--- src/hw/rtl/jss_pkg.sv ---
// Shared definitions for the jump search table: operation codes, micro-op and
// jump-condition codes, the control word and the datapath status struct.
// No dependencies.
package jss_pkg;

    localparam int DEF_TABLE_DEPTH = 256;
    localparam int DEF_KEY_WIDTH   = 32;
    localparam int KEY_IN_W        = 32;
    localparam int OPER_W          = 2;

    localparam logic [OPER_W-1:0] OP_CLEAR  = 2'd0;
    localparam logic [OPER_W-1:0] OP_APPEND = 2'd1;
    localparam logic [OPER_W-1:0] OP_SEARCH = 2'd2;

    localparam int PC_W   = 4;
    localparam int UOP_W  = 4;
    localparam int COND_W = 4;

    localparam logic [PC_W-1:0] PC_IDLE = 4'd0;

    // datapath micro-ops
    localparam logic [UOP_W-1:0] UOP_NOP         = 4'd0;
    localparam logic [UOP_W-1:0] UOP_LATCH       = 4'd1;
    localparam logic [UOP_W-1:0] UOP_CLEAR       = 4'd2;
    localparam logic [UOP_W-1:0] UOP_APPEND      = 4'd3;
    localparam logic [UOP_W-1:0] UOP_EMIT_COUNT  = 4'd4;
    localparam logic [UOP_W-1:0] UOP_SQ_INIT     = 4'd5;
    localparam logic [UOP_W-1:0] UOP_SQ_STEP     = 4'd6;
    localparam logic [UOP_W-1:0] UOP_READ        = 4'd7;
    localparam logic [UOP_W-1:0] UOP_ADV_IF_LESS = 4'd8;
    localparam logic [UOP_W-1:0] UOP_BACK        = 4'd9;
    localparam logic [UOP_W-1:0] UOP_SCAN_STEP   = 4'd10;
    localparam logic [UOP_W-1:0] UOP_EMIT_SEARCH = 4'd11;

    // jump conditions: jump to target when true, else fall through
    localparam logic [COND_W-1:0] COND_NEVER    = 4'd0;
    localparam logic [COND_W-1:0] COND_ALWAYS   = 4'd1;
    localparam logic [COND_W-1:0] COND_NSTART   = 4'd2;
    localparam logic [COND_W-1:0] COND_OP_CLR   = 4'd3;
    localparam logic [COND_W-1:0] COND_OP_APP   = 4'd4;
    localparam logic [COND_W-1:0] COND_OP_SRCH  = 4'd5;
    localparam logic [COND_W-1:0] COND_CNT_ZERO = 4'd6;
    localparam logic [COND_W-1:0] COND_NSQ_LAST = 4'd7;
    localparam logic [COND_W-1:0] COND_CUR_GE_N = 4'd8;
    localparam logic [COND_W-1:0] COND_LESS     = 4'd9;
    localparam logic [COND_W-1:0] COND_SCAN_END = 4'd10;

    typedef struct packed {
        logic              busy;
        logic [UOP_W-1:0]  uop;
        logic [COND_W-1:0] cond;
        logic [PC_W-1:0]   target;
    } ucode_t;

    typedef struct packed {
        logic [OPER_W-1:0] op;
        logic              cnt_zero;
        logic              sq_last;
        logic              cur_ge_n;
        logic              less;
        logic              scan_end;
    } dp_status_t;

endpackage

--- src/hw/rtl/jss_ucode_rom.sv ---
// Control store: one control word per program step.
// Depends on jss_pkg.
module jss_ucode_rom (
    input  logic [jss_pkg::PC_W-1:0] pc,
    output jss_pkg::ucode_t          uword
);
    import jss_pkg::*;

    localparam logic [PC_W-1:0] A_IDLE   = PC_IDLE;
    localparam logic [PC_W-1:0] A_NOOP   = 4'd4;
    localparam logic [PC_W-1:0] A_CLR    = 4'd5;
    localparam logic [PC_W-1:0] A_APP    = 4'd6;
    localparam logic [PC_W-1:0] A_SRCH   = 4'd7;
    localparam logic [PC_W-1:0] A_SQRT   = 4'd8;
    localparam logic [PC_W-1:0] A_JREAD  = 4'd9;
    localparam logic [PC_W-1:0] A_BACK   = 4'd11;
    localparam logic [PC_W-1:0] A_SREAD  = 4'd12;
    localparam logic [PC_W-1:0] A_EMIT   = 4'd14;

    function automatic ucode_t mk(input logic b, input logic [UOP_W-1:0] u,
                                  input logic [COND_W-1:0] c, input logic [PC_W-1:0] t);
        ucode_t w;
        w.busy   = b;
        w.uop    = u;
        w.cond   = c;
        w.target = t;
        return w;
    endfunction

    always_comb
    begin
        case (pc)
            4'd0:    uword = mk(1'b0, UOP_LATCH,       COND_NSTART,   A_IDLE);
            4'd1:    uword = mk(1'b1, UOP_NOP,         COND_OP_CLR,   A_CLR);
            4'd2:    uword = mk(1'b1, UOP_NOP,         COND_OP_APP,   A_APP);
            4'd3:    uword = mk(1'b1, UOP_NOP,         COND_OP_SRCH,  A_SRCH);
            4'd4:    uword = mk(1'b1, UOP_EMIT_COUNT,  COND_ALWAYS,   A_IDLE);
            4'd5:    uword = mk(1'b1, UOP_CLEAR,       COND_ALWAYS,   A_IDLE);
            4'd6:    uword = mk(1'b1, UOP_APPEND,      COND_ALWAYS,   A_IDLE);
            4'd7:    uword = mk(1'b1, UOP_SQ_INIT,     COND_CNT_ZERO, A_NOOP);
            4'd8:    uword = mk(1'b1, UOP_SQ_STEP,     COND_NSQ_LAST, A_SQRT);
            4'd9:    uword = mk(1'b1, UOP_READ,        COND_CUR_GE_N, A_BACK);
            4'd10:   uword = mk(1'b1, UOP_ADV_IF_LESS, COND_LESS,     A_JREAD);
            4'd11:   uword = mk(1'b1, UOP_BACK,        COND_NEVER,    A_IDLE);
            4'd12:   uword = mk(1'b1, UOP_READ,        COND_SCAN_END, A_EMIT);
            4'd13:   uword = mk(1'b1, UOP_SCAN_STEP,   COND_LESS,     A_SREAD);
            4'd14:   uword = mk(1'b1, UOP_EMIT_SEARCH, COND_ALWAYS,   A_IDLE);
            default: uword = mk(1'b1, UOP_NOP,         COND_ALWAYS,   A_IDLE);
        endcase
    end

endmodule

--- config.mk ---
export PLATFORM = sky130hd
export DESIGN_NAME = jss_ucode_rom
export DESIGN_NICKNAME = d
export VERILOG_FILES = /design/src/hw/rtl/jss_pkg.sv /design/src/hw/rtl/jss_ucode_rom.sv
export SDC_FILE = /design/constraint.sdc
export NUM_CORES = 1
export LEC_CHECK = 0
export BUFFER_PORTS_ARGS = -buffer_cell sky130_fd_sc_hd__buf_4
export CELL_PAD_IN_SITES_DETAIL_PLACEMENT = 1
export CELL_PAD_IN_SITES_GLOBAL_PLACEMENT = 2
export CORE_MARGIN = 2
export CORE_UTILIZATION = 24
export DETAILED_ROUTE_END_ITERATION = 6
export PLACE_DENSITY = 0.89
export SYNTH_ARGS = -nofsm -noshare
export SYNTH_HDL_FRONTEND = slang
export SYNTH_SLANG_ARGS = --single-unit
--- constraint.sdc ---
create_clock -name vclk -period 0.8
set_clock_uncertainty 0.1 [all_clocks]
set_input_delay 0.04 -clock vclk [all_inputs]
set_output_delay 0.04 -clock vclk [all_outputs]
set_load 0.03 [all_outputs]
After elaboration in Yosys (flattened, before gate mapping)

Memories as Yosys holds them, arrays and structs flattened.
Index checks and enable logic that the tools add are counted.

Bits in registers: 0
Input port bits: 4
Memories kept: 1
Logic and storage cells: 1
Memory bits (read-only): 208

Memories:

| memory           | words | width | rd ports | clocked after Yosys merged registers in | wr ports | RTL line            | RTL |
|---|---|---|---|---|---|---|---|
| (name not given) | 16    | 13    | 1        | 0                                       | 0        | jss_ucode_rom.sv:32 | `case (pc)` |

Longest topological paths before layout

An unclocked memory read counts as a cell.

Depth after elaboration: 1
Depth in mapped cells: 5

Worst setup path after synthesis

No wires, ideal clock.

Path kind: in2out
From: input port pc[1] (netlist name)
To: output port uword[10] (netlist name)
Cell stages on the path: 5
Setup slack: -0.432 ns
Path buffers: 0
Data arrival time: 1.092 ns
Required time: 0.660 ns
Cell sequence: inv_1 ha_1 nor2_1 a21oi_1 mux2i_1

RTL lines:

| what            | RTL line           | RTL |
|---|---|---|
| start, declared | jss_ucode_rom.sv:4 | `input logic [jss_pkg::PC_W-1:0] pc,` |
| end, declared   | jss_ucode_rom.sv:5 | `output jss_pkg::ucode_t uword` |

==> impl_metrics.json <==
{
  "post_synth_instance_area_um2": 377,
  "area_growth_from_synthesis_to_layout_pct": 123,
  "cp-end-kind": "output pin",
  "ys_types": 21,
  "fmaxAchievable_mhz": 844,
  "ctsHoldBuffers": 0,
  "synth_nets": 61,
  "worst-endpoint-arrival_ps": 1040,
  "floorplan.io_pins": 17,
  "nNetsFinal": 89,
  "max-cap-violations": 0,
  "dieWidth_um": 43.6,
  "antenna-diode-count": 0,
  "via_count_of_the_first_global_routing_pass": 436,
  "drt_wl_total_um": 1280,
  "dieArea_mm2": 0.00190,
  "drt_iter0_markers": 1,
  "crit_fanout": 4,
  "synth.yosys.warnings": 0,
  "detail_route_antenna_nets": 0,
  "flops_and_latches": 0,
  "initial_core_util": 0.253,
  "postSynthCellCount": 51,
  "post-place-ws_ps": -435,
  "placement.io_buffers": 17,
  "post_layout_nonfiller_instances": 93,
  "drt-wirelength-per-cell_um": 13.8,
  "critical_path.max_stage_delay_ps": 350,
  "num_vias": 451,
  "drtPass1Iterations": 2,
  "worst-setup-path-type": "input port to output pin",
  "grt_pass1_wl_um": 2000,
  "mapped_avg_cell_area_um2": 7.38,
  "fillCellCount": 166,
  "grt_setup_unrepaired": "true",
  "final.min_clock_period_ps": 1180,
  "violations": "negative setup slack",
  "power_per_cell_area_mw_per_mm2": 737,
  "slew_headroom": 0.817,
  "worst_path_max_delay_cell": "ha_4",
  "gpl_wtd_cong": 0.685,
  "setup_viol_count_final": 13,
  "hpwl_um": 995,
  "ir_worst_vdd_mv": 0.357,
  "dp_cells": 91,
  "holdCritPathClass": "input port to output pin",
  "fin_ws_ps": -385,
  "min_period_over_period": 1.48,
  "via_per_inst": 4.85,
  "clock_buffer_count": 0,
  "global_route.usage.total": 0.136,
  "worst_ep_required_time_ps": 660,
  "standard_cell_rows": 14,
  "critical_path.cell_chain": "buf_8 -> clkinvlp_4 -> ha_4 -> nor2_4 -> a21oi_2 -> mux2i_4 -> buf_6",
  "detail_route.drc_violations": 0,
  "globalRoute.totalOverflow": 0,
  "timing.final.max_slew_violations": 0,
  "critical_path.startpoint_type": "input port",
  "initial_antenna_violation_count": 0,
  "leakagePower_uw": 0.000340,
  "worstMarginPinSlew_ps": 271,
  "largest_net_degree_at_the_start_of_global_routing": 19,
  "floorplan.core_area_mm2": 0.00149,
  "ff_latch_area_um2": 0,
  "die_height_um": 43.6,
  "report.final.hold_viol_count": 0,
  "synth.yosys.seq_area_share": 0,
  "drive_gt1_frac": 0.740,
  "run_status": "finished, violations left"
}
-- per-layer routing --
metal / routed length, um / GRT usage / share of wire / vias to the layer above
met5: 0 / 0 / 0 / -
met2: 714 / 0.247 / 0.56 / 6
met3: 15 / 0 / 0.012 / 0
li1: - / - / - / 228
met4: 0 / 0 / 0 / 0
met1: 553 / 0.190 / 0.43 / 217
-- worst max-delay path: cells and delay by family --
family / cells / cell delay (ps)
buffers and inverters: 3 / 370
adder cells (fa/ha/maj): 1 / 350
AND/OR/NAND/NOR: 1 / 40
AO/OA/AOI/OAI: 1 / 150
multiplexers: 1 / 90
-- power breakdown --
| group | switching, uW | internal, uW |
|---|---|---|
| combinational | 324 | 294 |
| clock | 0 | 0 |
| sequential | 0 | 0 |
-- metrics by stage --
step                       util  TNS, ps  instance area (um2)  total power [uW]  hold WS, ps
after global routing      0.564    -4670                  840               653          377
after detailed placement  0.480    -4610                  714               540          433
after global placement    0.480    -4290                  714               531          426
final                     0.564    -4090                  840               618          361
after CTS                 0.546    -3990                  813               603          338
after floorplan               -    -1300                  526               368          187
-- repair_timing --
item / in CTS / in global routing
pin swaps: 9 / 4
setup buffers: 1 / 1
endpoints found under the setup margin: 13 / 13
endpoints found under the hold margin: 0 / 0
resized for setup: 22 / 5
-- layout by cell type (no fill, tap or decap), types with 3 or more instances in the layout --
cell      n
buf_6    16
buf_4    12
nand2_1   6
ha_4      5
mux2i_1   4
nor2_1    4
a21oi_2   3
-- cell families (layout without fill, tap and decap cells) --
logic type      Yosys count  after routing  share of synthesized area
mux                       6              6                      0.163
fa+ha+maj                 6              6                      0.199
buf+inv                   6             32                      0.130
compound gates           13             13                      0.226
simple gates             20             20                      0.282
-- synth_stat cells (2+ instances only) --
library cell / count / area (um2)
a211oi_1: 2 / 15.0
a21boi_1: 2 / 15.0
a21oi_1: 3 / 15.0
buf_6: 3 / 33.8
ha_1: 6 / 75.1
inv_1: 2 / 7.51
mux2i_1: 5 / 50.1
nand2_1: 7 / 26.3
nand2b_1: 2 / 12.5
nor2_1: 6 / 22.5
nor2b_1: 2 / 12.5
o21ai_0: 2 / 10.0
-- layout make-up --
cell class                 count  area [um2]  area share
multi-input combinational     45         504       0.601
timing repair buffer          30         300       0.358
tap                           16        20.0      0.0238
inverter                       2        15.0      0.0179
-- worst paths after layout --
kind | start | to | slack, ps | cells after the start
max | pc[0] | uword[10] | -380 | 7
min | pc[2] | uword[0] | 360 | 3
Power figures use the tool's default switching activity.
